### config.mk
export PLATFORM = sky130hd
export DESIGN_NAME = aecp_queue
export DESIGN_NICKNAME = d
export VERILOG_FILES = /design/src/aecp_pkg.sv /design/src/aecp_queue.sv
export SDC_FILE = /design/constraint.sdc
export NUM_CORES = 1
export LEC_CHECK = 0
export ABC_CLOCK_PERIOD_IN_PS = 9790
export BUFFER_PORTS_ARGS = -buffer_cell sky130_fd_sc_hd__buf_2
export CAP_MARGIN = 20
export CELL_PAD_IN_SITES_DETAIL_PLACEMENT = 1
export CELL_PAD_IN_SITES_GLOBAL_PLACEMENT = 1
export CORE_ASPECT_RATIO = 1.4
export CORE_MARGIN = 4
export CORE_UTILIZATION = 44
export CTS_BUF_LIST = sky130_fd_sc_hd__clkbuf_16
export CTS_CLUSTER_DIAMETER = 80
export DETAILED_ROUTE_END_ITERATION = 10
export GPL_TIMING_DRIVEN = 0
export PLACE_DENSITY = 0.8
export SLEW_MARGIN = 20
export SYNTH_ARGS = -nofsm -noshare
export SYNTH_HDL_FRONTEND = slang
export SYNTH_SLANG_ARGS = --single-unit
### constraint.sdc
create_clock -name clk -period 9.79 [get_ports clk]
set_clock_uncertainty 0.2 [all_clocks]
set_input_delay 0.4895 -clock clk [delete_from_list [all_inputs] [get_ports clk]]
set_output_delay 0.4895 -clock clk [all_outputs]
set_load 0.02 [all_outputs]
### src/aecp_pkg.sv
// ============================================================================
// aecp_pkg
// Shared types, constants and AES-128 round functions for the byte-stream
// AES engine (ECB/CBC with PKCS#7 padding).
// ============================================================================
package aecp_pkg;

    // Register indexes of the configuration port.
    localparam logic [2:0] REG_KEY_HIGH   = 3'd0;
    localparam logic [2:0] REG_KEY_LOW    = 3'd1;
    localparam logic [2:0] REG_IV_HIGH    = 3'd2;
    localparam logic [2:0] REG_IV_LOW     = 3'd3;
    localparam logic [2:0] REG_CHAIN_MODE = 3'd4;
    localparam logic [2:0] REG_DIRECTION  = 3'd5;

    // Result status codes.
    localparam logic [1:0] STAT_OK  = 2'd0;
    localparam logic [1:0] STAT_PAD = 2'd1;
    localparam logic [1:0] STAT_LEN = 2'd2;

    // Cipher geometry.
    localparam logic [3:0] ROUND_LAST = 4'd10;
    localparam logic [4:0] BLOCK_LEN  = 5'd16;

    // One block job from the gather stage to the sequencer.
    typedef struct packed {
        logic [127:0] data;   // gathered bytes, byte 0 in bits 127:120
        logic         full;   // a complete block closed with this item
        logic         eom;    // end mark came with this item
        logic [3:0]   cnt;    // leftover byte count after this item
    } job_t;

    // Configuration view handed to the sequencer.
    typedef struct packed {
        logic [63:0] iv_high;
        logic [63:0] iv_low;
        logic [63:0] wr_data;
        logic        iv_hi_wr;
        logic        iv_lo_wr;
        logic        chain_mode;
        logic        direction;
    } cfg_t;

    // Request and response between the sequencer and the cipher core.
    typedef struct packed {
        logic         start;
        logic         inv;
        logic [127:0] data;
    } core_req_t;

    typedef struct packed {
        logic         ready;
        logic         done;
        logic [127:0] data;
    } core_rsp_t;

    // Forward and inverse S-boxes, entry 0 leftmost.
    localparam logic [0:2047] SBOX_BITS = {
        128'h637c777bf26b6fc53001672bfed7ab76,
        128'hca82c97dfa5947f0add4a2af9ca472c0,
        128'hb7fd9326363ff7cc34a5e5f171d83115,
        128'h04c723c31896059a071280e2eb27b275,
        128'h09832c1a1b6e5aa0523bd6b329e32f84,
        128'h53d100ed20fcb15b6acbbe394a4c58cf,
        128'hd0efaafb434d338545f9027f503c9fa8,
        128'h51a3408f929d38f5bcb6da2110fff3d2,
        128'hcd0c13ec5f974417c4a77e3d645d1973,
        128'h60814fdc222a908846eeb814de5e0bdb,
        128'he0323a0a4906245cc2d3ac629195e479,
        128'he7c8376d8dd54ea96c56f4ea657aae08,
        128'hba78252e1ca6b4c6e8dd741f4bbd8b8a,
        128'h703eb5664803f60e613557b986c11d9e,
        128'he1f8981169d98e949b1e87e9ce5528df,
        128'h8ca1890dbfe6426841992d0fb054bb16
    };

    localparam logic [0:2047] INV_SBOX_BITS = {
        128'h52096ad53036a538bf40a39e81f3d7fb,
        128'h7ce339829b2fff87348e4344c4dee9cb,
        128'h547b9432a6c2233dee4c950b42fac34e,
        128'h082ea16628d924b2765ba2496d8bd125,
        128'h72f8f66486689816d4a45ccc5d65b692,
        128'h6c704850fdedb9da5e154657a78d9d84,
        128'h90d8ab008cbcd30af7e45805b8b34506,
        128'hd02c1e8fca3f0f02c1afbd0301138a6b,
        128'h3a9111414f67dcea97f2cfcef0b4e673,
        128'h96ac7422e7ad3585e2f937e81c75df6e,
        128'h47f11a711d29c5896fb7620eaa18be1b,
        128'hfc563e4bc6d279209adbc0fe78cd5af4,
        128'h1fdda8338807c731b11210592780ec5f,
        128'h60517fa919b54a0d2de57a9f93c99cef,
        128'ha0e03b4dae2af5b0c8ebbb3c83539961,
        128'h172b047eba77d626e169146355210c7d
    };

    function automatic logic [7:0] sbox_byte(input logic [7:0] x, input logic inv);
        return inv ? INV_SBOX_BITS[{x, 3'b000} +: 8] : SBOX_BITS[{x, 3'b000} +: 8];
    endfunction

    function automatic logic [7:0] xtime(input logic [7:0] a);
        return {a[6:0], 1'b0} ^ (a[7] ? 8'h1b : 8'h00);
    endfunction

    function automatic logic [127:0] sub_bytes(input logic [127:0] s, input logic inv);
        logic [127:0] t;
        for (int k = 0; k < 16; k++)
        begin
            t[127 - 8 * k -: 8] = sbox_byte(s[127 - 8 * k -: 8], inv);
        end
        return t;
    endfunction

    function automatic logic [127:0] shift_rows(input logic [127:0] s, input logic inv);
        logic [127:0] t;
        for (int r = 0; r < 4; r++)
        begin
            for (int c = 0; c < 4; c++)
            begin
                if (inv)
                begin
                    t[127 - 8 * (r + 4 * ((c + r) & 3)) -: 8] = s[127 - 8 * (r + 4 * c) -: 8];
                end
                else
                begin
                    t[127 - 8 * (r + 4 * c) -: 8] = s[127 - 8 * (r + 4 * ((c + r) & 3)) -: 8];
                end
            end
        end
        return t;
    endfunction

    function automatic logic [127:0] mix_columns(input logic [127:0] s);
        logic [127:0] t;
        logic [7:0]   a0, a1, a2, a3;
        for (int c = 0; c < 4; c++)
        begin
            a0 = s[127 - 32 * c -: 8];
            a1 = s[119 - 32 * c -: 8];
            a2 = s[111 - 32 * c -: 8];
            a3 = s[103 - 32 * c -: 8];
            t[127 - 32 * c -: 8] = xtime(a0) ^ xtime(a1) ^ a1 ^ a2 ^ a3;
            t[119 - 32 * c -: 8] = a0 ^ xtime(a1) ^ xtime(a2) ^ a2 ^ a3;
            t[111 - 32 * c -: 8] = a0 ^ a1 ^ xtime(a2) ^ xtime(a3) ^ a3;
            t[103 - 32 * c -: 8] = xtime(a0) ^ a0 ^ a1 ^ a2 ^ xtime(a3);
        end
        return t;
    endfunction

    // Products by 9, 11, 13 and 14 built from repeated doubling.
    function automatic logic [7:0] gm(input logic [7:0] a, input logic [3:0] k);
        logic [7:0] x2, x4, x8;
        x2 = xtime(a);
        x4 = xtime(x2);
        x8 = xtime(x4);
        return (k[3] ? x8 : 8'h00) ^ (k[2] ? x4 : 8'h00) ^ (k[1] ? x2 : 8'h00)
             ^ (k[0] ? a : 8'h00);
    endfunction

    function automatic logic [127:0] inv_mix_columns(input logic [127:0] s);
        logic [127:0] t;
        logic [7:0]   a0, a1, a2, a3;
        for (int c = 0; c < 4; c++)
        begin
            a0 = s[127 - 32 * c -: 8];
            a1 = s[119 - 32 * c -: 8];
            a2 = s[111 - 32 * c -: 8];
            a3 = s[103 - 32 * c -: 8];
            t[127 - 32 * c -: 8] = gm(a0, 4'd14) ^ gm(a1, 4'd11) ^ gm(a2, 4'd13) ^ gm(a3, 4'd9);
            t[119 - 32 * c -: 8] = gm(a0, 4'd9) ^ gm(a1, 4'd14) ^ gm(a2, 4'd11) ^ gm(a3, 4'd13);
            t[111 - 32 * c -: 8] = gm(a0, 4'd13) ^ gm(a1, 4'd9) ^ gm(a2, 4'd14) ^ gm(a3, 4'd11);
            t[103 - 32 * c -: 8] = gm(a0, 4'd11) ^ gm(a1, 4'd13) ^ gm(a2, 4'd9) ^ gm(a3, 4'd14);
        end
        return t;
    endfunction

    function automatic logic [7:0] rcon(input logic [3:0] k);
        logic [7:0] r;
        unique case (k)
            4'd1:    r = 8'h01;
            4'd2:    r = 8'h02;
            4'd3:    r = 8'h04;
            4'd4:    r = 8'h08;
            4'd5:    r = 8'h10;
            4'd6:    r = 8'h20;
            4'd7:    r = 8'h40;
            4'd8:    r = 8'h80;
            4'd9:    r = 8'h1b;
            4'd10:   r = 8'h36;
            default: r = 8'h00;
        endcase
        return r;
    endfunction

    // One step of the key schedule: round key k from round key k-1.
    function automatic logic [127:0] key_step(input logic [127:0] prev, input logic [3:0] k);
        logic [31:0] rot, t, w0, w1, w2, w3;
        rot = {prev[23:0], prev[31:24]};
        t = {sbox_byte(rot[31:24], 1'b0), sbox_byte(rot[23:16], 1'b0),
             sbox_byte(rot[15:8], 1'b0), sbox_byte(rot[7:0], 1'b0)} ^ {rcon(k), 24'h000000};
        w0 = prev[127:96] ^ t;
        w1 = prev[95:64] ^ w0;
        w2 = prev[63:32] ^ w1;
        w3 = prev[31:0] ^ w2;
        return {w0, w1, w2, w3};
    endfunction

endpackage

### src/aecp_queue.sv
// ============================================================================
// aecp_queue
// Short job queue that lets the gather stage and the sequencer stall apart.
// ============================================================================
module aecp_queue #(
    parameter int DEPTH = 2
) (
    input  logic           clk,
    input  logic           rst_n,
    input  logic           push,
    input  aecp_pkg::job_t push_job,
    input  logic           pop,
    output aecp_pkg::job_t head,
    output logic           full,
    output logic           empty
);
    import aecp_pkg::*;

    localparam int PW = (DEPTH > 1) ? $clog2(DEPTH) : 1;
    localparam int CW = $clog2(DEPTH + 1);

    job_t          mem_reg [DEPTH];
    logic [PW-1:0] wr_ptr_reg;
    logic [PW-1:0] rd_ptr_reg;
    logic [CW-1:0] cnt_reg;
    logic          do_push;
    logic          do_pop;

    assign full    = (cnt_reg == CW'(DEPTH));
    assign empty   = (cnt_reg == '0);
    assign head    = mem_reg[rd_ptr_reg];
    assign do_push = push && !full;
    assign do_pop  = pop && !empty;

    // Pointers and fill count.
    always_ff @(posedge clk or negedge rst_n)
    begin
        if (!rst_n)
        begin
            wr_ptr_reg <= '0;
            rd_ptr_reg <= '0;
            cnt_reg    <= '0;
        end
        else
        begin
            if (do_push)
            begin
                wr_ptr_reg <= (wr_ptr_reg == PW'(DEPTH - 1)) ? '0 : wr_ptr_reg + 1'b1;
            end
            if (do_pop)
            begin
                rd_ptr_reg <= (rd_ptr_reg == PW'(DEPTH - 1)) ? '0 : rd_ptr_reg + 1'b1;
            end
            if (do_push && !do_pop)
            begin
                cnt_reg <= cnt_reg + 1'b1;
            end
            else if (do_pop && !do_push)
            begin
                cnt_reg <= cnt_reg - 1'b1;
            end
        end
    end

    always_ff @(posedge clk)
    begin
        if (do_push)
        begin
            mem_reg[wr_ptr_reg] <= push_job;
        end
    end

endmodule

==> key figures <==
Floorplanning
  – Die width: 136 um
  – Starting Density: 44.7%
  – Die footprint: 0.0254 mm2
  – # IOs: 274
  – Core footprint: 0.0225 mm2
  – Num rows: 65
  – Die Ht: 187 um

Finish
  – Area Growth Syn to Fin: 41.0%
  – Post-Layout Cell Count: 1203
  – Storage cell area: 0.00815 mm2
  – Fillers: 2020
  – Fraction of layout cells with a size suffix above 1: 52.2%
  – Footprint of the multi-input gates: 0.00180 mm2
  – Final Cell Area: 0.0142 mm2
  – Final Net Count: 1019
  – Max FFs per register: 268

Placement
  – Inst Count DP: 1018
  – DP Wirelength: 16.0 mm
  – Setup WS pre-CTS: 7.35 ns
  – Buffers on Ports: 273
  – RD Place Congestion: 0.729
  – Placed cell areas: 0.0120 mm2

Clock network
  – Clock buffer depth: 3
  – TritonCTS Buffers: 26
  – Post-cts hold buffer count: 135
  – CTS resizes: 0
  – Sink Count: 272
  – CTS H-tree depth: 1
  – Clock Latency Late Sink: 0.51 ns
  – CTS clock-pin slew for the worst setup and hold paths: 0.06 ns
  – CTS tree: yes
  – CTS root buffer: clkbuf_16
  – Post CTS Setup Buffer Count: 0

STA
  – Worst slew pin tran: 0.698 ns
  – Final worst setup slack: 7.23 ns
  – Tmin final: 2.56 ns
  – Slew HR: 53.4%
  – Fmax: 390 MHz
  – Total Neg Setup Slack: 0 ns
  – Final hold viol count: 0
  – Max-slew violations: 0
  – RSZ-0062 raised after global routing: false
  – Tcrit/Tclk final: 26.2%
  – Setup Viol. Count Final: 0

Setup path
  – CP endpoint kind: primary output
  – Worst R2R Setup Slack: 7.34 ns
  – CP Launch Type: flip-flop
  – Worst reg-to-reg path cell count: 4
  – Critical Path AT: 1.87 ns
  – CP Class: flip-flop to primary output
  – Critical Path RT: 9.10 ns
  – Critical path peak fanout: 10

Pwr
  – PwrDens: 292 mW/mm2
  – VDD IR max: 0.000200 V
  – Leak: 5.55 nW

Logic synthesis
  – Net Count, Synth: 575
  – EDFF count, synth: 268
  – Distinct cells, synth: 15
  – Yosys warns: 0
  – Most used DFF post-synth: edfxtp_1
  – Commonest cells post-synth: edfxtp_1, mux2_2, mux2_4
  – Register area share after synthesis: 81.0%
  – Most frequent cell after synthesis: edfxtp_1
  – Syn Inst Count: 436
  – Syn Area/Cell: 23.1 um2
  – Synth area leader: edfxtp_1
  – Area contributors post-synth: edfxtp_1, mux2_2, mux2_4
  – Async S/R FF share, synth: 1.47%
  – Mapped Area: 0.0101 mm2
  – Top-area cell type share of the netlist area: 80.0%
  – FF+latch count, synth: 272

Global routing
  – Initial antenna violation count: 5
  – Total grt overflow: 0
  – First-pass GRT wire length: 40.8 mm
  – Largest net degree at the start of global routing: 53
  – Vias in the first global route: 6852
  – Total track usage: 21.0%

Drt
  – Vias per cell: 4.82
  – DRC errors left: 0
  – DR vias: 5799
  – Pre-Repair DR Iteration Count: 4
  – Routed Antenna Nets: 0
  – WL/cell: 22.1 um
  – Starting DRT DRC Count: 272
  – WL final: 26.6 mm

Status
  – Status: finished, final reports clean

Hold path
  – Hold depth: 3
  – HP Class: input pin to flip-flop

Run
  – Max Cap Violations: 0
## critical path, stage by stage, from the launching register on
cell and delay, ns:
dfrtp_1 0.34, buf_6 0.15, buf_6 0.18, buf_6 0.20, mux2_4 0.33, buf_2 0.17
## cell families (layout without fill, tap and decap cells)
logic type,count (synthesis),in the layout,share of synthesized area (%)
simple gates,6,6,0.274
other cells,0,3,0
mux,134,134,16.9
fa+ha+maj,1,1,0.124
buf+inv,17,480,1.26
xor+xnor,5,5,0.435
flops,272,272,81.0
compound gates,1,1,0.0497
## layer usage
metal | vias up | routed length (um) | GRT usage [%]
met1 | 2902 | 9260 | 23.0
met5 | - | 21 | 0
met4 | 4 | 738 | 6.59
met2 | 218 | 14900 | 39.6
li1 | 2622 | - | -
met3 | 53 | 1650 | 4.82
## area by class of cell
| cell class | count | share of cell area, % |
|---|---|---|
| flip-flops and latches | 272 | 57.5 |
| repair buffers | 416 | 20.7 |
| multi-input cells | 147 | 12.7 |
| clock buffers | 27 | 4.76 |
| well taps | 301 | 2.66 |
| clock inverters | 20 | 0.847 |
| plain buffers | 15 | 0.838 |
| inverters | 2 | 0.0529 |
| diodes | 3 | 0.0529 |
## stage by stage
stage | util, % | hold WS (ns) | total power, mW
2_1_floorplan | - | -0.00609 | 2.68
3_3_place_gp | 52.4 | 0.0945 | 3.11
4_1_cts | 62.9 | 0.0945 | 4.16
5_1_grt | 63.0 | 0.135 | 4.34
6_report | 63.0 | 0.127 | 4.14
3_5_place_dp | 53.4 | 0.105 | 3.17
## placed cells by master, fill, tap and decap left out
master,n
and3_4,1
buf_12,1
buf_16,7
buf_2,281
buf_6,7
bufinv_16,1
clkbuf_16,27
clkinv_1,4
clkinv_2,6
clkinvlp_4,3
dfrtp_1,4
diode_2,3
dlygate4sd3_1,135
edfxtp_1,268
ha_1,1
inv_1,8
mux2_2,84
mux2_4,50
nand2_1,1
nand2b_1,1
nor2_1,2
nor2_4,1
o21ai_0,1
xnor2_1,3
xor2_1,2
## path summary, 6_finish.rpt
check / from / endpoint
worst max-delay path: rd_ptr_reg / head[94]
worst min-delay path: pop / rd_ptr_reg
worst max register to register: cnt_reg[0] / mem_reg[1][75]
worst min register to register: cnt_reg[1] / cnt_reg[1]
max in group asynchronous: rst_n / wr_ptr_reg
min in group asynchronous: rst_n / cnt_reg[0]
## where the power goes
part           leakage, nW  total [mW]  internal [mW]  switching [mW]
logic                 2.60        1.53          0.649           0.884
registers             2.54        1.67           1.59          0.0794
clock network        0.409       0.939          0.524           0.414
total                 5.55        4.14           2.76            1.38
Note: power is estimated with default switching activity, not from simulation.
