[config.mk]
export PLATFORM = sky130hd
export DESIGN_NAME = aecp_front_flat
export DESIGN_NICKNAME = d
export VERILOG_FILES = /design/src/aecp_pkg.sv /design/src/aecp_if.sv /design/src/aecp_front.sv /design/src/flat_wrapper.sv
export SDC_FILE = /design/constraint.sdc
export NUM_CORES = 1
export LEC_CHECK = 0
export BUFFER_PORTS_ARGS = -buffer_cell sky130_fd_sc_hd__buf_4
export CAP_MARGIN = 20
export CORE_MARGIN = 2
export CORE_UTILIZATION = 47
export DETAILED_ROUTE_END_ITERATION = 8
export PLACE_DENSITY = 0.82
export SLEW_MARGIN = 20
export SYNTH_ARGS = -nofsm -noshare
export SYNTH_HDL_FRONTEND = slang
export SYNTH_SLANG_ARGS = --single-unit
[constraint.sdc]
create_clock -name clk -period 3.7 [get_ports clk]
set_input_delay 0.555 -clock clk [delete_from_list [all_inputs] [get_ports clk]]
set_output_delay 0.555 -clock clk [all_outputs]
set_load 0.005 [all_outputs]
[src/aecp_pkg.sv]
// ============================================================================
// aecp_pkg
// Shared types, constants and AES-128 round functions for the byte-stream
// AES engine (ECB/CBC with PKCS#7 padding).
// ============================================================================
package aecp_pkg;

    // Register indexes of the configuration port.
    localparam logic [2:0] REG_KEY_HIGH   = 3'd0;
    localparam logic [2:0] REG_KEY_LOW    = 3'd1;
    localparam logic [2:0] REG_IV_HIGH    = 3'd2;
    localparam logic [2:0] REG_IV_LOW     = 3'd3;
    localparam logic [2:0] REG_CHAIN_MODE = 3'd4;
    localparam logic [2:0] REG_DIRECTION  = 3'd5;

    // Result status codes.
    localparam logic [1:0] STAT_OK  = 2'd0;
    localparam logic [1:0] STAT_PAD = 2'd1;
    localparam logic [1:0] STAT_LEN = 2'd2;

    // Cipher geometry.
    localparam logic [3:0] ROUND_LAST = 4'd10;
    localparam logic [4:0] BLOCK_LEN  = 5'd16;

    // One block job from the gather stage to the sequencer.
    typedef struct packed {
        logic [127:0] data;   // gathered bytes, byte 0 in bits 127:120
        logic         full;   // a complete block closed with this item
        logic         eom;    // end mark came with this item
        logic [3:0]   cnt;    // leftover byte count after this item
    } job_t;

    // Configuration view handed to the sequencer.
    typedef struct packed {
        logic [63:0] iv_high;
        logic [63:0] iv_low;
        logic [63:0] wr_data;
        logic        iv_hi_wr;
        logic        iv_lo_wr;
        logic        chain_mode;
        logic        direction;
    } cfg_t;

    // Request and response between the sequencer and the cipher core.
    typedef struct packed {
        logic         start;
        logic         inv;
        logic [127:0] data;
    } core_req_t;

    typedef struct packed {
        logic         ready;
        logic         done;
        logic [127:0] data;
    } core_rsp_t;

    // Forward and inverse S-boxes, entry 0 leftmost.
    localparam logic [0:2047] SBOX_BITS = {
        128'h637c777bf26b6fc53001672bfed7ab76,
        128'hca82c97dfa5947f0add4a2af9ca472c0,
        128'hb7fd9326363ff7cc34a5e5f171d83115,
        128'h04c723c31896059a071280e2eb27b275,
        128'h09832c1a1b6e5aa0523bd6b329e32f84,
        128'h53d100ed20fcb15b6acbbe394a4c58cf,
        128'hd0efaafb434d338545f9027f503c9fa8,
        128'h51a3408f929d38f5bcb6da2110fff3d2,
        128'hcd0c13ec5f974417c4a77e3d645d1973,
        128'h60814fdc222a908846eeb814de5e0bdb,
        128'he0323a0a4906245cc2d3ac629195e479,
        128'he7c8376d8dd54ea96c56f4ea657aae08,
        128'hba78252e1ca6b4c6e8dd741f4bbd8b8a,
        128'h703eb5664803f60e613557b986c11d9e,
        128'he1f8981169d98e949b1e87e9ce5528df,
        128'h8ca1890dbfe6426841992d0fb054bb16
    };

    localparam logic [0:2047] INV_SBOX_BITS = {
        128'h52096ad53036a538bf40a39e81f3d7fb,
        128'h7ce339829b2fff87348e4344c4dee9cb,
        128'h547b9432a6c2233dee4c950b42fac34e,
        128'h082ea16628d924b2765ba2496d8bd125,
        128'h72f8f66486689816d4a45ccc5d65b692,
        128'h6c704850fdedb9da5e154657a78d9d84,
        128'h90d8ab008cbcd30af7e45805b8b34506,
        128'hd02c1e8fca3f0f02c1afbd0301138a6b,
        128'h3a9111414f67dcea97f2cfcef0b4e673,
        128'h96ac7422e7ad3585e2f937e81c75df6e,
        128'h47f11a711d29c5896fb7620eaa18be1b,
        128'hfc563e4bc6d279209adbc0fe78cd5af4,
        128'h1fdda8338807c731b11210592780ec5f,
        128'h60517fa919b54a0d2de57a9f93c99cef,
        128'ha0e03b4dae2af5b0c8ebbb3c83539961,
        128'h172b047eba77d626e169146355210c7d
    };

    function automatic logic [7:0] sbox_byte(input logic [7:0] x, input logic inv);
        return inv ? INV_SBOX_BITS[{x, 3'b000} +: 8] : SBOX_BITS[{x, 3'b000} +: 8];
    endfunction

    function automatic logic [7:0] xtime(input logic [7:0] a);
        return {a[6:0], 1'b0} ^ (a[7] ? 8'h1b : 8'h00);
    endfunction

    function automatic logic [127:0] sub_bytes(input logic [127:0] s, input logic inv);
        logic [127:0] t;
        for (int k = 0; k < 16; k++)
        begin
            t[127 - 8 * k -: 8] = sbox_byte(s[127 - 8 * k -: 8], inv);
        end
        return t;
    endfunction

    function automatic logic [127:0] shift_rows(input logic [127:0] s, input logic inv);
        logic [127:0] t;
        for (int r = 0; r < 4; r++)
        begin
            for (int c = 0; c < 4; c++)
            begin
                if (inv)
                begin
                    t[127 - 8 * (r + 4 * ((c + r) & 3)) -: 8] = s[127 - 8 * (r + 4 * c) -: 8];
                end
                else
                begin
                    t[127 - 8 * (r + 4 * c) -: 8] = s[127 - 8 * (r + 4 * ((c + r) & 3)) -: 8];
                end
            end
        end
        return t;
    endfunction

    function automatic logic [127:0] mix_columns(input logic [127:0] s);
        logic [127:0] t;
        logic [7:0]   a0, a1, a2, a3;
        for (int c = 0; c < 4; c++)
        begin
            a0 = s[127 - 32 * c -: 8];
            a1 = s[119 - 32 * c -: 8];
            a2 = s[111 - 32 * c -: 8];
            a3 = s[103 - 32 * c -: 8];
            t[127 - 32 * c -: 8] = xtime(a0) ^ xtime(a1) ^ a1 ^ a2 ^ a3;
            t[119 - 32 * c -: 8] = a0 ^ xtime(a1) ^ xtime(a2) ^ a2 ^ a3;
            t[111 - 32 * c -: 8] = a0 ^ a1 ^ xtime(a2) ^ xtime(a3) ^ a3;
            t[103 - 32 * c -: 8] = xtime(a0) ^ a0 ^ a1 ^ a2 ^ xtime(a3);
        end
        return t;
    endfunction

    // Products by 9, 11, 13 and 14 built from repeated doubling.
    function automatic logic [7:0] gm(input logic [7:0] a, input logic [3:0] k);
        logic [7:0] x2, x4, x8;
        x2 = xtime(a);
        x4 = xtime(x2);
        x8 = xtime(x4);
        return (k[3] ? x8 : 8'h00) ^ (k[2] ? x4 : 8'h00) ^ (k[1] ? x2 : 8'h00)
             ^ (k[0] ? a : 8'h00);
    endfunction

    function automatic logic [127:0] inv_mix_columns(input logic [127:0] s);
        logic [127:0] t;
        logic [7:0]   a0, a1, a2, a3;
        for (int c = 0; c < 4; c++)
        begin
            a0 = s[127 - 32 * c -: 8];
            a1 = s[119 - 32 * c -: 8];
            a2 = s[111 - 32 * c -: 8];
            a3 = s[103 - 32 * c -: 8];
            t[127 - 32 * c -: 8] = gm(a0, 4'd14) ^ gm(a1, 4'd11) ^ gm(a2, 4'd13) ^ gm(a3, 4'd9);
            t[119 - 32 * c -: 8] = gm(a0, 4'd9) ^ gm(a1, 4'd14) ^ gm(a2, 4'd11) ^ gm(a3, 4'd13);
            t[111 - 32 * c -: 8] = gm(a0, 4'd13) ^ gm(a1, 4'd9) ^ gm(a2, 4'd14) ^ gm(a3, 4'd11);
            t[103 - 32 * c -: 8] = gm(a0, 4'd11) ^ gm(a1, 4'd13) ^ gm(a2, 4'd9) ^ gm(a3, 4'd14);
        end
        return t;
    endfunction

    function automatic logic [7:0] rcon(input logic [3:0] k);
        logic [7:0] r;
        unique case (k)
            4'd1:    r = 8'h01;
            4'd2:    r = 8'h02;
            4'd3:    r = 8'h04;
            4'd4:    r = 8'h08;
            4'd5:    r = 8'h10;
            4'd6:    r = 8'h20;
            4'd7:    r = 8'h40;
            4'd8:    r = 8'h80;
            4'd9:    r = 8'h1b;
            4'd10:   r = 8'h36;
            default: r = 8'h00;
        endcase
        return r;
    endfunction

    // One step of the key schedule: round key k from round key k-1.
    function automatic logic [127:0] key_step(input logic [127:0] prev, input logic [3:0] k);
        logic [31:0] rot, t, w0, w1, w2, w3;
        rot = {prev[23:0], prev[31:24]};
        t = {sbox_byte(rot[31:24], 1'b0), sbox_byte(rot[23:16], 1'b0),
             sbox_byte(rot[15:8], 1'b0), sbox_byte(rot[7:0], 1'b0)} ^ {rcon(k), 24'h000000};
        w0 = prev[127:96] ^ t;
        w1 = prev[95:64] ^ w0;
        w2 = prev[63:32] ^ w1;
        w3 = prev[31:0] ^ w2;
        return {w0, w1, w2, w3};
    endfunction

endpackage

[src/aecp_if.sv]
// ============================================================================
// aecp_if
// Valid/ready channels carrying message bytes in and result bytes out.
// ============================================================================
interface aecp_in_if;
    logic       valid;
    logic       ready;
    logic [7:0] data_byte;
    logic       byte_valid;
    logic       end_of_message;

    modport source (output valid, output data_byte, output byte_valid,
                    output end_of_message, input ready);
    modport sink   (input valid, input data_byte, input byte_valid,
                    input end_of_message, output ready);
endinterface


[src/aecp_front.sv]
// ============================================================================
// aecp_front
// Gathers message bytes into 16-byte blocks and posts a job whenever a
// block fills or the end mark arrives.
// ============================================================================
module aecp_front (
    input  logic          clk,
    input  logic          rst_n,
    aecp_in_if.sink       din,
    input  logic          q_full,
    output logic          q_push,
    output aecp_pkg::job_t q_job
);
    import aecp_pkg::*;

    logic [127:0] gbuf_reg;
    logic [127:0] gbuf_next;
    logic [3:0]   gcnt_reg;
    logic [3:0]   gcnt_next;
    logic         accept;
    logic         closes;

    assign din.ready = !q_full;
    assign accept    = din.valid && din.ready;
    assign closes    = din.byte_valid && (gcnt_reg == 4'd15);

    // Drop the new byte into its slot of the gather buffer.
    always_comb
    begin
        for (int k = 0; k < 16; k++)
        begin
            gbuf_next[127 - 8 * k -: 8] = (din.byte_valid && (gcnt_reg == 4'(k)))
                                         ? din.data_byte : gbuf_reg[127 - 8 * k -: 8];
        end
    end

    // Job for the sequencer; the count wraps to zero on a full block.
    always_comb
    begin
        q_job.data = gbuf_next;
        q_job.full = closes;
        q_job.eom  = din.end_of_message;
        q_job.cnt  = din.byte_valid ? gcnt_reg + 4'd1 : gcnt_reg;
        q_push     = accept && (closes || din.end_of_message);
    end

    always_comb
    begin
        gcnt_next = gcnt_reg;
        if (accept)
        begin
            gcnt_next = din.end_of_message ? 4'd0 : q_job.cnt;
        end
    end

    always_ff @(posedge clk or negedge rst_n)
    begin
        if (!rst_n)
        begin
            gcnt_reg <= 4'd0;
        end
        else
        begin
            gcnt_reg <= gcnt_next;
        end
    end

    always_ff @(posedge clk)
    begin
        if (accept)
        begin
            gbuf_reg <= gbuf_next;
        end
    end

endmodule

[src/flat_wrapper.sv]
// flat-port wrapper written by rule: the top's interface ports become plain ports
module aecp_front_flat import aecp_pkg::*;
  (clk, rst_n, q_full, q_push, q_job, din_valid, din_data_byte, din_byte_valid, din_end_of_message, din_ready);
  aecp_in_if din_i ();
  input  logic clk;
  input  logic rst_n;
  input  logic q_full;
  output logic q_push;
  output aecp_pkg::job_t q_job;
  input wire logic [$bits(din_i.valid)-1:0] din_valid;
  input wire logic [$bits(din_i.data_byte)-1:0] din_data_byte;
  input wire logic [$bits(din_i.byte_valid)-1:0] din_byte_valid;
  input wire logic [$bits(din_i.end_of_message)-1:0] din_end_of_message;
  output wire logic [$bits(din_i.ready)-1:0] din_ready;
  assign din_i.valid = din_valid;
  assign din_i.data_byte = din_data_byte;
  assign din_i.byte_valid = din_byte_valid;
  assign din_i.end_of_message = din_end_of_message;
  assign din_ready = din_i.ready;
  aecp_front u_core (.clk(clk), .rst_n(rst_n), .din(din_i), .q_full(q_full), .q_push(q_push), .q_job(q_job));
endmodule
==> metrics.txt <==
status=completed; internal power=2.95 mW; IO Port Bufs=149; Worst Path Required=3.14 ns; DP Worst Slack=0.961 ns; synthesized area=0.00588 sq mm; hold crit path type=input pin to register; Leak Pwr=3.00 nW; Net Sw Frac=22.0%; worst r2r path cells=3; Final WS setup=0.656 ns; Crit Path Max Fanout=14; Crit Path Category=register to primary output; CORE AREA=0.0121 sq mm; crit path buf inv count=1; worst skew pair latency=0.41 ns; Max VDD drop=0.000357 V; initial antenna violation count=0; final hold vios=0; worst path arrival time=2.49 ns; num rows=40; CTS buffer count=17; overall power=3.79 mW; I/O pin cnt=150; layout cells sized above 1=65.5%; remaining antenna violation count after routing=0; worst hold slack=0.385 ns; CTS tree=built; endpoints failing setup=0; CP Cell Sequence=nor2b_1 > and3_1 > mux2_2 > buf_4; Post-synth EDFFs=128; total grt overflow=0; RSZ-0062 raised after global routing=no; async set-or-reset flop fraction in the synthesized netlist=3.03%; number of global-route vias before repair=3,596; hold path endpoint=u_core.gcnt_reg[0]; Synth Net Count=346; CP delay by family, top=simple AND/OR/NAND/NOR gates; fmax=329 MHz; fin crit period=3.04 ns; #FFs+latches synth=132; Die H=116 um; startpoint type of the worst setup path=register; worst reg-to-reg setup slack=1.51 ns; Final Wtd Congestion=0.787; # DRC=0; power density over cell area=487 mW/mm^2; TritonCTS sink count=132; Synth Flop Type=edfxtp_1; setup_tns=0 ns; Critical-path top delay cell=dfrtp_1; global-route wire length before repair=20,100 um; total die area=0.0134 sq mm; Commonest cells post-synth=edfxtp_1, mux2_2, clkbuf_1, inv_1, nand4_2; synth warn=0; Reg power frac=45.8%; pin count of the biggest net entering global routing=54; post-synthesis sequential area ratio=67.0%; Clock Power Share=45.0%; reg2reg end=u_core.gbuf_reg[101]; detailed placer's ending HPWL=9000 um; Logic pwr share=9.2%; Die Wd=116 um; first drt pass iteration count=4; worst r2r src=u_core.gcnt_reg[2]; initial core utilization=48.6%; Synth area leaders=edfxtp_1, mux2_2, dfrtp_1; number of max-cap violations=0; DR vias=3,538; Detailed Route Iter0 Violations=236; clock-pin slew on the worst setup and hold paths=0.05 ns; Worst-Margin Slew=0.734 ns; period utilisation layout=82.3%; clock root buffer=clkbuf_16; Post-Syn Area per Cell=17.9 sq um; Total Nets Final=500; All-Layer GR Usage=20.7%; relative slew slack=51.1%; Cell variety after synth=27; Routed WL=13,600 um; diodes inserted=0; max FFs per register=128; cell depth of the worst min-delay path=2; wire per inst=20.5 um; htree depth=4; Mapped Cells=328; clk buf depth=2; P&R area growth vs syn=32.2%; top cell type by total area after synthesis=edfxtp_1; final core utilization=64.2%; switching power=833 uW; kind of end point of the critical path=primary output; setup skew after layout=0.00802 ns; Synth top area share=65.3%; Max Transition Viols Final=0; slowest stage delay, CP=0.64 ns; hold_sp=din_end_of_message; Vias/cell=5.34
[per-stage QoR]
step	area (sq um)	instances
floorplan	5890	328
global placement	7160	630
detailed placement	7160	630
CTS	7780	663
global route	7780	663
finish	7780	663
[per-layer routing]
metal | share of wire, % | wire length, um | up-vias | track usage [%]
met1 | 40 | 5500 | 1819 | 24.2
li1 | - | - | 1597 | -
met2 | 52 | 7030 | 111 | 35.7
met4 | 1.1 | 154 | 0 | 7.30
met5 | 0 | 0 | - | 0
met3 | 6.8 | 921 | 11 | 6.80
[power by group through the flow]
stage / logic (mW) / registers (mW) / clock network [mW]
after floorplan: 0.170 / 1.76 / 0
after detailed placement: 0.350 / 1.76 / 0
final: 0.348 / 1.73 / 1.70
after global placement: 0.340 / 1.76 / 0
after CTS: 0.353 / 1.73 / 1.74
after global routing: 0.378 / 1.74 / 1.79
[area by class of cell]
class,count,area [sq um]
clock buffers,18,429
repair buffers,152,1170
multi-input cells,172,1820
fillers,895,4340
well taps,168,210
clock inverters,14,175
flip-flops and latches,132,3940
inverters,7,30.0
[cells by family after synthesis]
group	share of synthesized area [%]
adder cells (fa/ha/maj)	0.851
XOR/XNOR	0.447
multiplexers	24.5
AND/OR/NAND/NOR	4.28
buffers and inverters	2.02
AO/OA/AOI/OAI	0.851
flip-flops	67.0
[timing repair]
item                      CTS  global route
hold endpoints to repair    4             0
hold buffers                1             0
setup buffers               0             0
resized for setup           0             0
[cells in the final DEF (no fill, tap or decap), types with 2 or more instances in the layout]
master / n
bufinv_16: 3
clkinv_2: 2
nor2_1: 2
a22o_1: 2
ha_1: 4
nand3_1: 2
a21oi_1: 2
xnor2_1: 2
inv_1: 6
edfxtp_1: 128
buf_12: 2
nand3_2: 4
mux2_2: 128
clkinvlp_4: 4
o21ai_0: 3
nor2b_1: 2
dfrtp_1: 4
nand4_2: 6
and3_1: 2
nor3_4: 2
nand2_1: 5
clkbuf_16: 17
inv_6: 5
buf_4: 149
[worst max-delay path by stage]
stage | end | depth (start not counted) | from | slack, ns
floorplan | u_core.gbuf_reg[0] | 3 | q_full | 0.41
global placement | q_job[104] | 5 | din_byte_valid | 1.03
detailed placement | q_job[108] | 5 | din_byte_valid | 0.96
CTS | q_job[105] | 4 | u_core.gcnt_reg[2] | 0.64
global route | q_job[108] | 4 | u_core.gcnt_reg[2] | 0.55
finish | q_job[105] | 4 | u_core.gcnt_reg[2] | 0.66
[worst register-to-register path, stage by stage, from the launching register on]
cell,delay (ns)
dfrtp_1,0.64
nor2b_1,0.32
and3_1,0.56
mux2_2,0.42
No activity file was read; power rests on OpenSTA's default activity.
