[config.mk]
export PLATFORM = sky130hd
export DESIGN_NAME = aecp_back_flat
export DESIGN_NICKNAME = d
export VERILOG_FILES = /design/src/aecp_pkg.sv /design/src/aecp_if.sv /design/src/aecp_back.sv /design/src/flat_wrapper.sv
export SDC_FILE = /design/constraint.sdc
export NUM_CORES = 2
export LEC_CHECK = 0
export BUFFER_PORTS_ARGS = -buffer_cell sky130_fd_sc_hd__clkbuf_2
export CORE_ASPECT_RATIO = 1.1
export CORE_MARGIN = 2
export CORE_UTILIZATION = 50
export DETAILED_ROUTE_END_ITERATION = 16
export PLACE_DENSITY = 0.72
export SYNTH_ARGS = -nofsm -noshare
export SYNTH_HDL_FRONTEND = slang
export SYNTH_SLANG_ARGS = --single-unit
[constraint.sdc]
create_clock -name clk -period 23.7 [get_ports clk]
set_input_delay 2.37 -clock clk [delete_from_list [all_inputs] [get_ports clk]]
set_output_delay 2.37 -clock clk [all_outputs]
set_load 0.005 [all_outputs]
[src/aecp_pkg.sv]
// ============================================================================
// aecp_pkg
// Shared types, constants and AES-128 round functions for the byte-stream
// AES engine (ECB/CBC with PKCS#7 padding).
// ============================================================================
package aecp_pkg;

    // Register indexes of the configuration port.
    localparam logic [2:0] REG_KEY_HIGH   = 3'd0;
    localparam logic [2:0] REG_KEY_LOW    = 3'd1;
    localparam logic [2:0] REG_IV_HIGH    = 3'd2;
    localparam logic [2:0] REG_IV_LOW     = 3'd3;
    localparam logic [2:0] REG_CHAIN_MODE = 3'd4;
    localparam logic [2:0] REG_DIRECTION  = 3'd5;

    // Result status codes.
    localparam logic [1:0] STAT_OK  = 2'd0;
    localparam logic [1:0] STAT_PAD = 2'd1;
    localparam logic [1:0] STAT_LEN = 2'd2;

    // Cipher geometry.
    localparam logic [3:0] ROUND_LAST = 4'd10;
    localparam logic [4:0] BLOCK_LEN  = 5'd16;

    // One block job from the gather stage to the sequencer.
    typedef struct packed {
        logic [127:0] data;   // gathered bytes, byte 0 in bits 127:120
        logic         full;   // a complete block closed with this item
        logic         eom;    // end mark came with this item
        logic [3:0]   cnt;    // leftover byte count after this item
    } job_t;

    // Configuration view handed to the sequencer.
    typedef struct packed {
        logic [63:0] iv_high;
        logic [63:0] iv_low;
        logic [63:0] wr_data;
        logic        iv_hi_wr;
        logic        iv_lo_wr;
        logic        chain_mode;
        logic        direction;
    } cfg_t;

    // Request and response between the sequencer and the cipher core.
    typedef struct packed {
        logic         start;
        logic         inv;
        logic [127:0] data;
    } core_req_t;

    typedef struct packed {
        logic         ready;
        logic         done;
        logic [127:0] data;
    } core_rsp_t;

    // Forward and inverse S-boxes, entry 0 leftmost.
    localparam logic [0:2047] SBOX_BITS = {
        128'h637c777bf26b6fc53001672bfed7ab76,
        128'hca82c97dfa5947f0add4a2af9ca472c0,
        128'hb7fd9326363ff7cc34a5e5f171d83115,
        128'h04c723c31896059a071280e2eb27b275,
        128'h09832c1a1b6e5aa0523bd6b329e32f84,
        128'h53d100ed20fcb15b6acbbe394a4c58cf,
        128'hd0efaafb434d338545f9027f503c9fa8,
        128'h51a3408f929d38f5bcb6da2110fff3d2,
        128'hcd0c13ec5f974417c4a77e3d645d1973,
        128'h60814fdc222a908846eeb814de5e0bdb,
        128'he0323a0a4906245cc2d3ac629195e479,
        128'he7c8376d8dd54ea96c56f4ea657aae08,
        128'hba78252e1ca6b4c6e8dd741f4bbd8b8a,
        128'h703eb5664803f60e613557b986c11d9e,
        128'he1f8981169d98e949b1e87e9ce5528df,
        128'h8ca1890dbfe6426841992d0fb054bb16
    };

    localparam logic [0:2047] INV_SBOX_BITS = {
        128'h52096ad53036a538bf40a39e81f3d7fb,
        128'h7ce339829b2fff87348e4344c4dee9cb,
        128'h547b9432a6c2233dee4c950b42fac34e,
        128'h082ea16628d924b2765ba2496d8bd125,
        128'h72f8f66486689816d4a45ccc5d65b692,
        128'h6c704850fdedb9da5e154657a78d9d84,
        128'h90d8ab008cbcd30af7e45805b8b34506,
        128'hd02c1e8fca3f0f02c1afbd0301138a6b,
        128'h3a9111414f67dcea97f2cfcef0b4e673,
        128'h96ac7422e7ad3585e2f937e81c75df6e,
        128'h47f11a711d29c5896fb7620eaa18be1b,
        128'hfc563e4bc6d279209adbc0fe78cd5af4,
        128'h1fdda8338807c731b11210592780ec5f,
        128'h60517fa919b54a0d2de57a9f93c99cef,
        128'ha0e03b4dae2af5b0c8ebbb3c83539961,
        128'h172b047eba77d626e169146355210c7d
    };

    function automatic logic [7:0] sbox_byte(input logic [7:0] x, input logic inv);
        return inv ? INV_SBOX_BITS[{x, 3'b000} +: 8] : SBOX_BITS[{x, 3'b000} +: 8];
    endfunction

    function automatic logic [7:0] xtime(input logic [7:0] a);
        return {a[6:0], 1'b0} ^ (a[7] ? 8'h1b : 8'h00);
    endfunction

    function automatic logic [127:0] sub_bytes(input logic [127:0] s, input logic inv);
        logic [127:0] t;
        for (int k = 0; k < 16; k++)
        begin
            t[127 - 8 * k -: 8] = sbox_byte(s[127 - 8 * k -: 8], inv);
        end
        return t;
    endfunction

    function automatic logic [127:0] shift_rows(input logic [127:0] s, input logic inv);
        logic [127:0] t;
        for (int r = 0; r < 4; r++)
        begin
            for (int c = 0; c < 4; c++)
            begin
                if (inv)
                begin
                    t[127 - 8 * (r + 4 * ((c + r) & 3)) -: 8] = s[127 - 8 * (r + 4 * c) -: 8];
                end
                else
                begin
                    t[127 - 8 * (r + 4 * c) -: 8] = s[127 - 8 * (r + 4 * ((c + r) & 3)) -: 8];
                end
            end
        end
        return t;
    endfunction

    function automatic logic [127:0] mix_columns(input logic [127:0] s);
        logic [127:0] t;
        logic [7:0]   a0, a1, a2, a3;
        for (int c = 0; c < 4; c++)
        begin
            a0 = s[127 - 32 * c -: 8];
            a1 = s[119 - 32 * c -: 8];
            a2 = s[111 - 32 * c -: 8];
            a3 = s[103 - 32 * c -: 8];
            t[127 - 32 * c -: 8] = xtime(a0) ^ xtime(a1) ^ a1 ^ a2 ^ a3;
            t[119 - 32 * c -: 8] = a0 ^ xtime(a1) ^ xtime(a2) ^ a2 ^ a3;
            t[111 - 32 * c -: 8] = a0 ^ a1 ^ xtime(a2) ^ xtime(a3) ^ a3;
            t[103 - 32 * c -: 8] = xtime(a0) ^ a0 ^ a1 ^ a2 ^ xtime(a3);
        end
        return t;
    endfunction

    // Products by 9, 11, 13 and 14 built from repeated doubling.
    function automatic logic [7:0] gm(input logic [7:0] a, input logic [3:0] k);
        logic [7:0] x2, x4, x8;
        x2 = xtime(a);
        x4 = xtime(x2);
        x8 = xtime(x4);
        return (k[3] ? x8 : 8'h00) ^ (k[2] ? x4 : 8'h00) ^ (k[1] ? x2 : 8'h00)
             ^ (k[0] ? a : 8'h00);
    endfunction

    function automatic logic [127:0] inv_mix_columns(input logic [127:0] s);
        logic [127:0] t;
        logic [7:0]   a0, a1, a2, a3;
        for (int c = 0; c < 4; c++)
        begin
            a0 = s[127 - 32 * c -: 8];
            a1 = s[119 - 32 * c -: 8];
            a2 = s[111 - 32 * c -: 8];
            a3 = s[103 - 32 * c -: 8];
            t[127 - 32 * c -: 8] = gm(a0, 4'd14) ^ gm(a1, 4'd11) ^ gm(a2, 4'd13) ^ gm(a3, 4'd9);
            t[119 - 32 * c -: 8] = gm(a0, 4'd9) ^ gm(a1, 4'd14) ^ gm(a2, 4'd11) ^ gm(a3, 4'd13);
            t[111 - 32 * c -: 8] = gm(a0, 4'd13) ^ gm(a1, 4'd9) ^ gm(a2, 4'd14) ^ gm(a3, 4'd11);
            t[103 - 32 * c -: 8] = gm(a0, 4'd11) ^ gm(a1, 4'd13) ^ gm(a2, 4'd9) ^ gm(a3, 4'd14);
        end
        return t;
    endfunction

    function automatic logic [7:0] rcon(input logic [3:0] k);
        logic [7:0] r;
        unique case (k)
            4'd1:    r = 8'h01;
            4'd2:    r = 8'h02;
            4'd3:    r = 8'h04;
            4'd4:    r = 8'h08;
            4'd5:    r = 8'h10;
            4'd6:    r = 8'h20;
            4'd7:    r = 8'h40;
            4'd8:    r = 8'h80;
            4'd9:    r = 8'h1b;
            4'd10:   r = 8'h36;
            default: r = 8'h00;
        endcase
        return r;
    endfunction

    // One step of the key schedule: round key k from round key k-1.
    function automatic logic [127:0] key_step(input logic [127:0] prev, input logic [3:0] k);
        logic [31:0] rot, t, w0, w1, w2, w3;
        rot = {prev[23:0], prev[31:24]};
        t = {sbox_byte(rot[31:24], 1'b0), sbox_byte(rot[23:16], 1'b0),
             sbox_byte(rot[15:8], 1'b0), sbox_byte(rot[7:0], 1'b0)} ^ {rcon(k), 24'h000000};
        w0 = prev[127:96] ^ t;
        w1 = prev[95:64] ^ w0;
        w2 = prev[63:32] ^ w1;
        w3 = prev[31:0] ^ w2;
        return {w0, w1, w2, w3};
    endfunction

endpackage

[src/aecp_if.sv]


interface aecp_out_if;
    logic       valid;
    logic       ready;
    logic [7:0] out_byte;
    logic       out_valid;
    logic       last;
    logic [1:0] status;

    modport source (output valid, output out_byte, output out_valid,
                    output last, output status, input ready);
    modport sink   (input valid, input out_byte, input out_valid,
                    input last, input status, output ready);
endinterface

[src/aecp_back.sv]
// ============================================================================
// aecp_back
// Job sequencer: chaining, padding, hold-back and pad check around the
// cipher core, plus the byte serializer that drives the result channel.
// ============================================================================
module aecp_back (
    input  logic                clk,
    input  logic                rst_n,
    input  aecp_pkg::cfg_t      cfg,
    input  aecp_pkg::job_t      q_head,
    input  logic                q_empty,
    output logic                q_pop,
    output aecp_pkg::core_req_t core_req,
    input  aecp_pkg::core_rsp_t core_rsp,
    aecp_out_if.source          dout
);
    import aecp_pkg::*;

    localparam logic [2:0] S_IDLE      = 3'd0;
    localparam logic [2:0] S_BLK_START = 3'd1;
    localparam logic [2:0] S_BLK_WAIT  = 3'd2;
    localparam logic [2:0] S_END       = 3'd3;
    localparam logic [2:0] S_END_WAIT  = 3'd4;

    typedef struct packed {
        logic [127:0] data;
        logic [4:0]   nbytes;
        logic         last;
        logic         stat_only;
        logic [1:0]   status;
    } emit_t;

    logic [2:0]   state_reg, state_next;
    job_t         job_reg, job_next;
    logic [127:0] chain_reg, chain_next;
    logic [127:0] held_reg, held_next;
    logic         held_valid_reg, held_valid_next;
    logic [127:0] ct_reg, ct_next;

    logic         e_busy_reg;
    emit_t        e_reg;
    emit_t        desc;
    logic         emit_load;
    logic         emit_done_now;
    logic         emit_free;

    logic [127:0] iv;
    logic [127:0] chain_x;
    logic [127:0] pad_blk;
    logic [7:0]   pad_val;
    logic [7:0]   p;
    logic         pad_bad;
    emit_t        end_desc;

    assign iv      = {cfg.iv_high, cfg.iv_low};
    assign chain_x = cfg.chain_mode ? chain_reg : '0;

    // Serializer frees up in the same cycle its final item is taken.
    assign emit_done_now = e_busy_reg && dout.ready
                           && (e_reg.stat_only || (e_reg.nbytes == 5'd1));
    assign emit_free     = !e_busy_reg || emit_done_now;

    // Padded final block for encryption.
    always_comb
    begin
        pad_val = 8'(BLOCK_LEN - {1'b0, job_reg.cnt});
        for (int k = 0; k < 16; k++)
        begin
            pad_blk[127 - 8 * k -: 8] = (4'(k) < job_reg.cnt)
                                       ? job_reg.data[127 - 8 * k -: 8] : pad_val;
        end
    end

    // Pad check on the held block and the final result it leads to.
    always_comb
    begin
        p       = held_reg[7:0];
        pad_bad = (p == 8'd0) || (p > 8'd16);
        for (int i = 0; i < 16; i++)
        begin
            if ((8'(i) < p) && (held_reg[8 * i +: 8] != p))
            begin
                pad_bad = 1'b1;
            end
        end
        end_desc           = '0;
        end_desc.data      = held_reg;
        end_desc.last      = 1'b1;
        end_desc.stat_only = 1'b1;
        end_desc.status    = STAT_OK;
        if ((job_reg.cnt != 4'd0) || !held_valid_reg)
        begin
            end_desc.status = STAT_LEN;
        end
        else if (pad_bad)
        begin
            end_desc.status = STAT_PAD;
        end
        else if (p != 8'd16)
        begin
            end_desc.stat_only = 1'b0;
            end_desc.nbytes    = BLOCK_LEN - p[4:0];
        end
    end

    // Sequencer.
    always_comb
    begin
        state_next      = state_reg;
        job_next        = job_reg;
        chain_next      = chain_reg;
        held_next       = held_reg;
        held_valid_next = held_valid_reg;
        ct_next         = ct_reg;
        q_pop           = 1'b0;
        core_req.start  = 1'b0;
        core_req.inv    = cfg.direction;
        core_req.data   = job_reg.data;
        emit_load       = 1'b0;
        desc            = '0;
        desc.data       = core_rsp.data;
        desc.nbytes     = BLOCK_LEN;

        unique case (state_reg)
            S_IDLE:
            begin
                if (!q_empty)
                begin
                    q_pop      = 1'b1;
                    job_next   = q_head;
                    state_next = q_head.full ? S_BLK_START : S_END;
                end
            end

            S_BLK_START:
            begin
                core_req.data = cfg.direction ? job_reg.data : job_reg.data ^ chain_x;
                if (core_rsp.ready)
                begin
                    core_req.start = 1'b1;
                    ct_next        = job_reg.data;
                    state_next     = S_BLK_WAIT;
                end
            end

            S_BLK_WAIT:
            begin
                if (core_rsp.done && !cfg.direction && emit_free)
                begin
                    emit_load = 1'b1;
                    if (cfg.chain_mode)
                    begin
                        chain_next = core_rsp.data;
                    end
                    state_next = job_reg.eom ? S_END : S_IDLE;
                end
                else if (core_rsp.done && cfg.direction && (emit_free || !held_valid_reg))
                begin
                    emit_load       = held_valid_reg;
                    desc.data       = held_reg;
                    held_next       = core_rsp.data ^ chain_x;
                    held_valid_next = 1'b1;
                    if (cfg.chain_mode)
                    begin
                        chain_next = ct_reg;
                    end
                    state_next = job_reg.eom ? S_END : S_IDLE;
                end
            end

            S_END:
            begin
                core_req.data = pad_blk ^ chain_x;
                core_req.inv  = 1'b0;
                if (!cfg.direction)
                begin
                    if (core_rsp.ready)
                    begin
                        core_req.start = 1'b1;
                        state_next     = S_END_WAIT;
                    end
                end
                else if (emit_free)
                begin
                    emit_load       = 1'b1;
                    desc            = end_desc;
                    held_valid_next = 1'b0;
                    chain_next      = iv;
                    state_next      = S_IDLE;
                end
            end

            S_END_WAIT:
            begin
                if (core_rsp.done && emit_free)
                begin
                    emit_load       = 1'b1;
                    desc.last       = 1'b1;
                    held_valid_next = 1'b0;
                    chain_next      = iv;
                    state_next      = S_IDLE;
                end
            end

            default:
            begin
                state_next = S_IDLE;
            end
        endcase
    end

    // Control state and chain value; IV writes reload the chain at once.
    always_ff @(posedge clk or negedge rst_n)
    begin
        if (!rst_n)
        begin
            state_reg      <= S_IDLE;
            held_valid_reg <= 1'b0;
            chain_reg      <= '0;
            e_busy_reg     <= 1'b0;
        end
        else
        begin
            state_reg      <= state_next;
            held_valid_reg <= held_valid_next;
            if (cfg.iv_hi_wr)
            begin
                chain_reg <= {cfg.wr_data, cfg.iv_low};
            end
            else if (cfg.iv_lo_wr)
            begin
                chain_reg <= {chain_reg[127:64], cfg.wr_data};
            end
            else
            begin
                chain_reg <= chain_next;
            end
            if (emit_load)
            begin
                e_busy_reg <= 1'b1;
            end
            else if (emit_done_now)
            begin
                e_busy_reg <= 1'b0;
            end
        end
    end

    // Payload registers and the serializer shift.
    always_ff @(posedge clk)
    begin
        job_reg  <= job_next;
        held_reg <= held_next;
        ct_reg   <= ct_next;
        if (emit_load)
        begin
            e_reg <= desc;
        end
        else if (e_busy_reg && dout.ready)
        begin
            e_reg.data   <= {e_reg.data[119:0], 8'h00};
            e_reg.nbytes <= e_reg.nbytes - 5'd1;
        end
    end

    // Result channel.
    assign dout.valid     = e_busy_reg;
    assign dout.out_byte  = e_reg.stat_only ? 8'h00 : e_reg.data[127:120];
    assign dout.out_valid = !e_reg.stat_only;
    assign dout.last      = e_reg.stat_only || (e_reg.last && (e_reg.nbytes == 5'd1));
    assign dout.status    = e_reg.stat_only ? e_reg.status : STAT_OK;

endmodule

[src/flat_wrapper.sv]
// flat-port wrapper written by rule: the top's interface ports become plain ports
module aecp_back_flat import aecp_pkg::*;
  (clk, rst_n, cfg, q_head, q_empty, q_pop, core_req, core_rsp, dout_valid, dout_out_byte, dout_out_valid, dout_last, dout_status, dout_ready);
  aecp_out_if dout_i ();
  input  logic clk;
  input  logic rst_n;
  input  aecp_pkg::cfg_t cfg;
  input  aecp_pkg::job_t q_head;
  input  logic q_empty;
  output logic q_pop;
  output aecp_pkg::core_req_t core_req;
  input  aecp_pkg::core_rsp_t core_rsp;
  output wire logic [$bits(dout_i.valid)-1:0] dout_valid;
  output wire logic [$bits(dout_i.out_byte)-1:0] dout_out_byte;
  output wire logic [$bits(dout_i.out_valid)-1:0] dout_out_valid;
  output wire logic [$bits(dout_i.last)-1:0] dout_last;
  output wire logic [$bits(dout_i.status)-1:0] dout_status;
  input wire logic [$bits(dout_i.ready)-1:0] dout_ready;
  assign dout_valid = dout_i.valid;
  assign dout_out_byte = dout_i.out_byte;
  assign dout_out_valid = dout_i.out_valid;
  assign dout_last = dout_i.last;
  assign dout_status = dout_i.status;
  assign dout_i.ready = dout_ready;
  aecp_back u_core (.clk(clk), .rst_n(rst_n), .cfg(cfg), .q_head(q_head), .q_empty(q_empty), .q_pop(q_pop), .core_req(core_req), .core_rsp(core_rsp), .dout(dout_i));
endmodule
==> impl_metrics.ini <==
[outcome]
run_status = complete, no violations

[sta]
relSlewSlack_pct = 9.84
slew_violations = 0
max_freq_mhz = 124
skew_ns = 0.0343
hold_viol = 0
tns_ns = 0
whs_ns = 0.449
fin_crit_sh_pct = 34.0
rsz0062_at_grt = no
final-setup-viol-count = 0
tightest_slew_ns = 1.35
min_period_ns = 8.05

[detailed_routing]
wire_per_inst_um = 29.8
routed_wl_mm = 154
dr.first_iter.drc_count = 4379
num_vias = 33554
remaining_drc_errors = 0
via_per_inst = 6.49
firstDrtPassIters = 8
final_antenna_net_count = 0

[final_layout]
fillers = 6168
fin_nets = 4621
drive_gt1_share_pct = 22.3
syn_to_final_growth_pct = 16.5
stdcell_area_um2 = 42400
largest_reg_flops = 137
ff_latch_area_um2 = 19100
multiInputGateArea_um2 = 16100

[place]
hpwl_mm = 106
gp_congestion = 0.944
port_buffers = 607
dpl_cell_area_um2 = 40000

[yosys]
synth_edf_count = 526
ys_ff_latch = 659
yosysSeqAreaShare_pct = 52.6
synth_ff_type = edfxtp_1
avgSynthCellArea_um2 = 9.91
ys_types = 69
synthTopCellsByArea = edfxtp_1, dfrtp_1, nand2_1
syn_inst = 3670
yosys.area.top_type = edfxtp_1
synth_area_um2 = 36400
async_flop_share_pct = 20.2
synth_nets = 4140
netlist.area_leader.share_pct = 43.4
synth_common_cells = nand2_1, edfxtp_1, nor2_1, a31oi_1, a21oi_1
yosys_warnings = 0
yosys.cell_count.top_type = nand2_1

[floorplan]
std_cell_rows = 103
die_w_um = 261
initial_core_util_pct = 50.6
io-pin-count = 608
core_um2 = 71900
die_area_um2 = 74900
die_y_um = 287

[critical_path]
crit_path_end_kind = output port
required_ns = 21.33
arrival_ns = 5.68
crit_type = in -> out
ff2ff_path_depth = 9
rr_endpoint = u_core.chain_reg[65]$_DFFE_PN0P_
crit_path_max_fanout = 25
reg2reg_slack_ns = 18.83
critPathLaunch = cfg[0]
crit_end = core_req[116]
startpoint_type = input port
reg2reg_from = u_core.state_reg[1]$_DFFE_PN0P_

[clock_network]
cts.path.max_buffers = 3
clk_pin_slew_worst_paths_ns = 0.06
cts_hold_buf = 0
clock-root-buffer = clkbuf_16
post-cts-setup-buffer-count = 0
cts-htree-levels = 3
insertion_delay_ns = 0.64
clock-sinks = 659
cts_tree = yes
cts_resized = 0
numCtsBuffers = 75

[grt]
track_usage_pct = 40.0
grt_pass1_vias = 31527
antenna_found_initial = 17
grt_max_degree = 91
grt_pass1_wl_mm = 217
grt_overflow = 0

[flow_run]
maxCapViolCount = 0

[worst_hold_path]
min_path_type = reg -> reg

[power]
power.density_nw_per_um2 = 111
p_leak_uw = 0.0166
peakVddDrop_mv = 0.0779
-- final cells by class --
cell class | count | share of cell area (%)
clock inverter | 26 | 0.531
multi-input combinational | 2726 | 38.0
clock buffer | 112 | 5.00
inverter | 14 | 0.139
antenna | 10 | 0.0590
tap | 945 | 2.79
sequential | 659 | 45.1
timing repair buffer | 675 | 8.41
-- report_power, final --
part	switching, µW	internal [µW]	leakage (µW)
sequential	173	1650	0.00644
clock	496	644	0.00113
combinational	1190	539	0.00906
total	1860	2830	0.0166
-- metal layers --
| metal | GRT usage [%] | routed length (µm) | vias up |
|---|---|---|---|
| li1 | - | - | 14398 |
| met4 | 28.8 | 13000 | 14 |
| met2 | 60.4 | 67700 | 2657 |
| met1 | 50.9 | 55000 | 15975 |
| met3 | 8.77 | 18000 | 510 |
| met5 | 0 | 83 | - |
-- worst min path at each step --
stage,start,to,slack (ns),cells after the start
final,u_core.job_reg[21]$_DFFE_PP_,u_core.ct_reg[15]$_DFFE_PP_,0.45,0
after floorplan,u_core.job_reg[19]$_DFFE_PP_,u_core.ct_reg[13]$_DFFE_PP_,0.43,0
after CTS,u_core.job_reg[21]$_DFFE_PP_,u_core.ct_reg[15]$_DFFE_PP_,0.44,0
after global routing,u_core.job_reg[53]$_DFFE_PP_,u_core.ct_reg[47]$_DFFE_PP_,0.46,0
after detailed placement,u_core.job_reg[53]$_DFFE_PP_,u_core.ct_reg[47]$_DFFE_PP_,0.44,0
after global placement,u_core.job_reg[53]$_DFFE_PP_,u_core.ct_reg[47]$_DFFE_PP_,0.43,0
-- through the flow --
step,cells,power [µW],setup slack [ns],utilization (%)
after floorplan,3670,2850,6.33,-
after global placement,5019,3490,15.87,55.7
after detailed placement,5019,3510,15.86,55.7
after CTS,5157,4650,15.86,58.9
after global routing,5165,4860,15.59,59.0
final,5167,4690,15.65,59.0
-- cell families after synthesis --
| group | count (synthesis) | synth area share, % |
|---|---|---|
| and+or+nand+nor | 1378 | 16.0 |
| AOI/OAI and AO/OA | 940 | 17.3 |
| DFF | 659 | 52.6 |
| buffers and inverters | 285 | 3.57 |
| xor gates and xnor gates | 273 | 6.57 |
| muxes | 129 | 3.77 |
| adders and majority gates | 6 | 0.206 |
-- placed cells by master (no fill, tap or decap), drive strengths merged, types with 15 or more instances in the layout --
cell type / netlist / routed
o21ai: 219 / 219
nor4: 90 / 90
a311oi: 37 / 37
nand2: 726 / 726
xor2: 121 / 121
xnor2: 152 / 152
a211oi: 79 / 79
buf: 104 / 71
mux2i: 66 / 66
clkinv: 1 / 23
nand3: 15 / 15
a21oi: 184 / 184
a31oi: 193 / 193
dfrtp: 133 / 133
edfxtp: 526 / 526
mux2: 63 / 63
a22oi: 17 / 17
a221o: 78 / 78
nor2: 411 / 411
o22ai: 67 / 67
nor3: 20 / 20
and2: 71 / 71
clkbuf: 167 / 716
-- worst max-delay path, cell delays in order --
cell	delay (ns)
clkbuf_2	0.08
buf_4	0.33
nor2_1	0.17
nand2_1	1.01
o21ai_0	0.58
a22oi_1	0.33
nor2_1	0.06
a211oi_1	0.51
clkbuf_2	0.21
No activity file was read; power rests on OpenSTA's default activity.
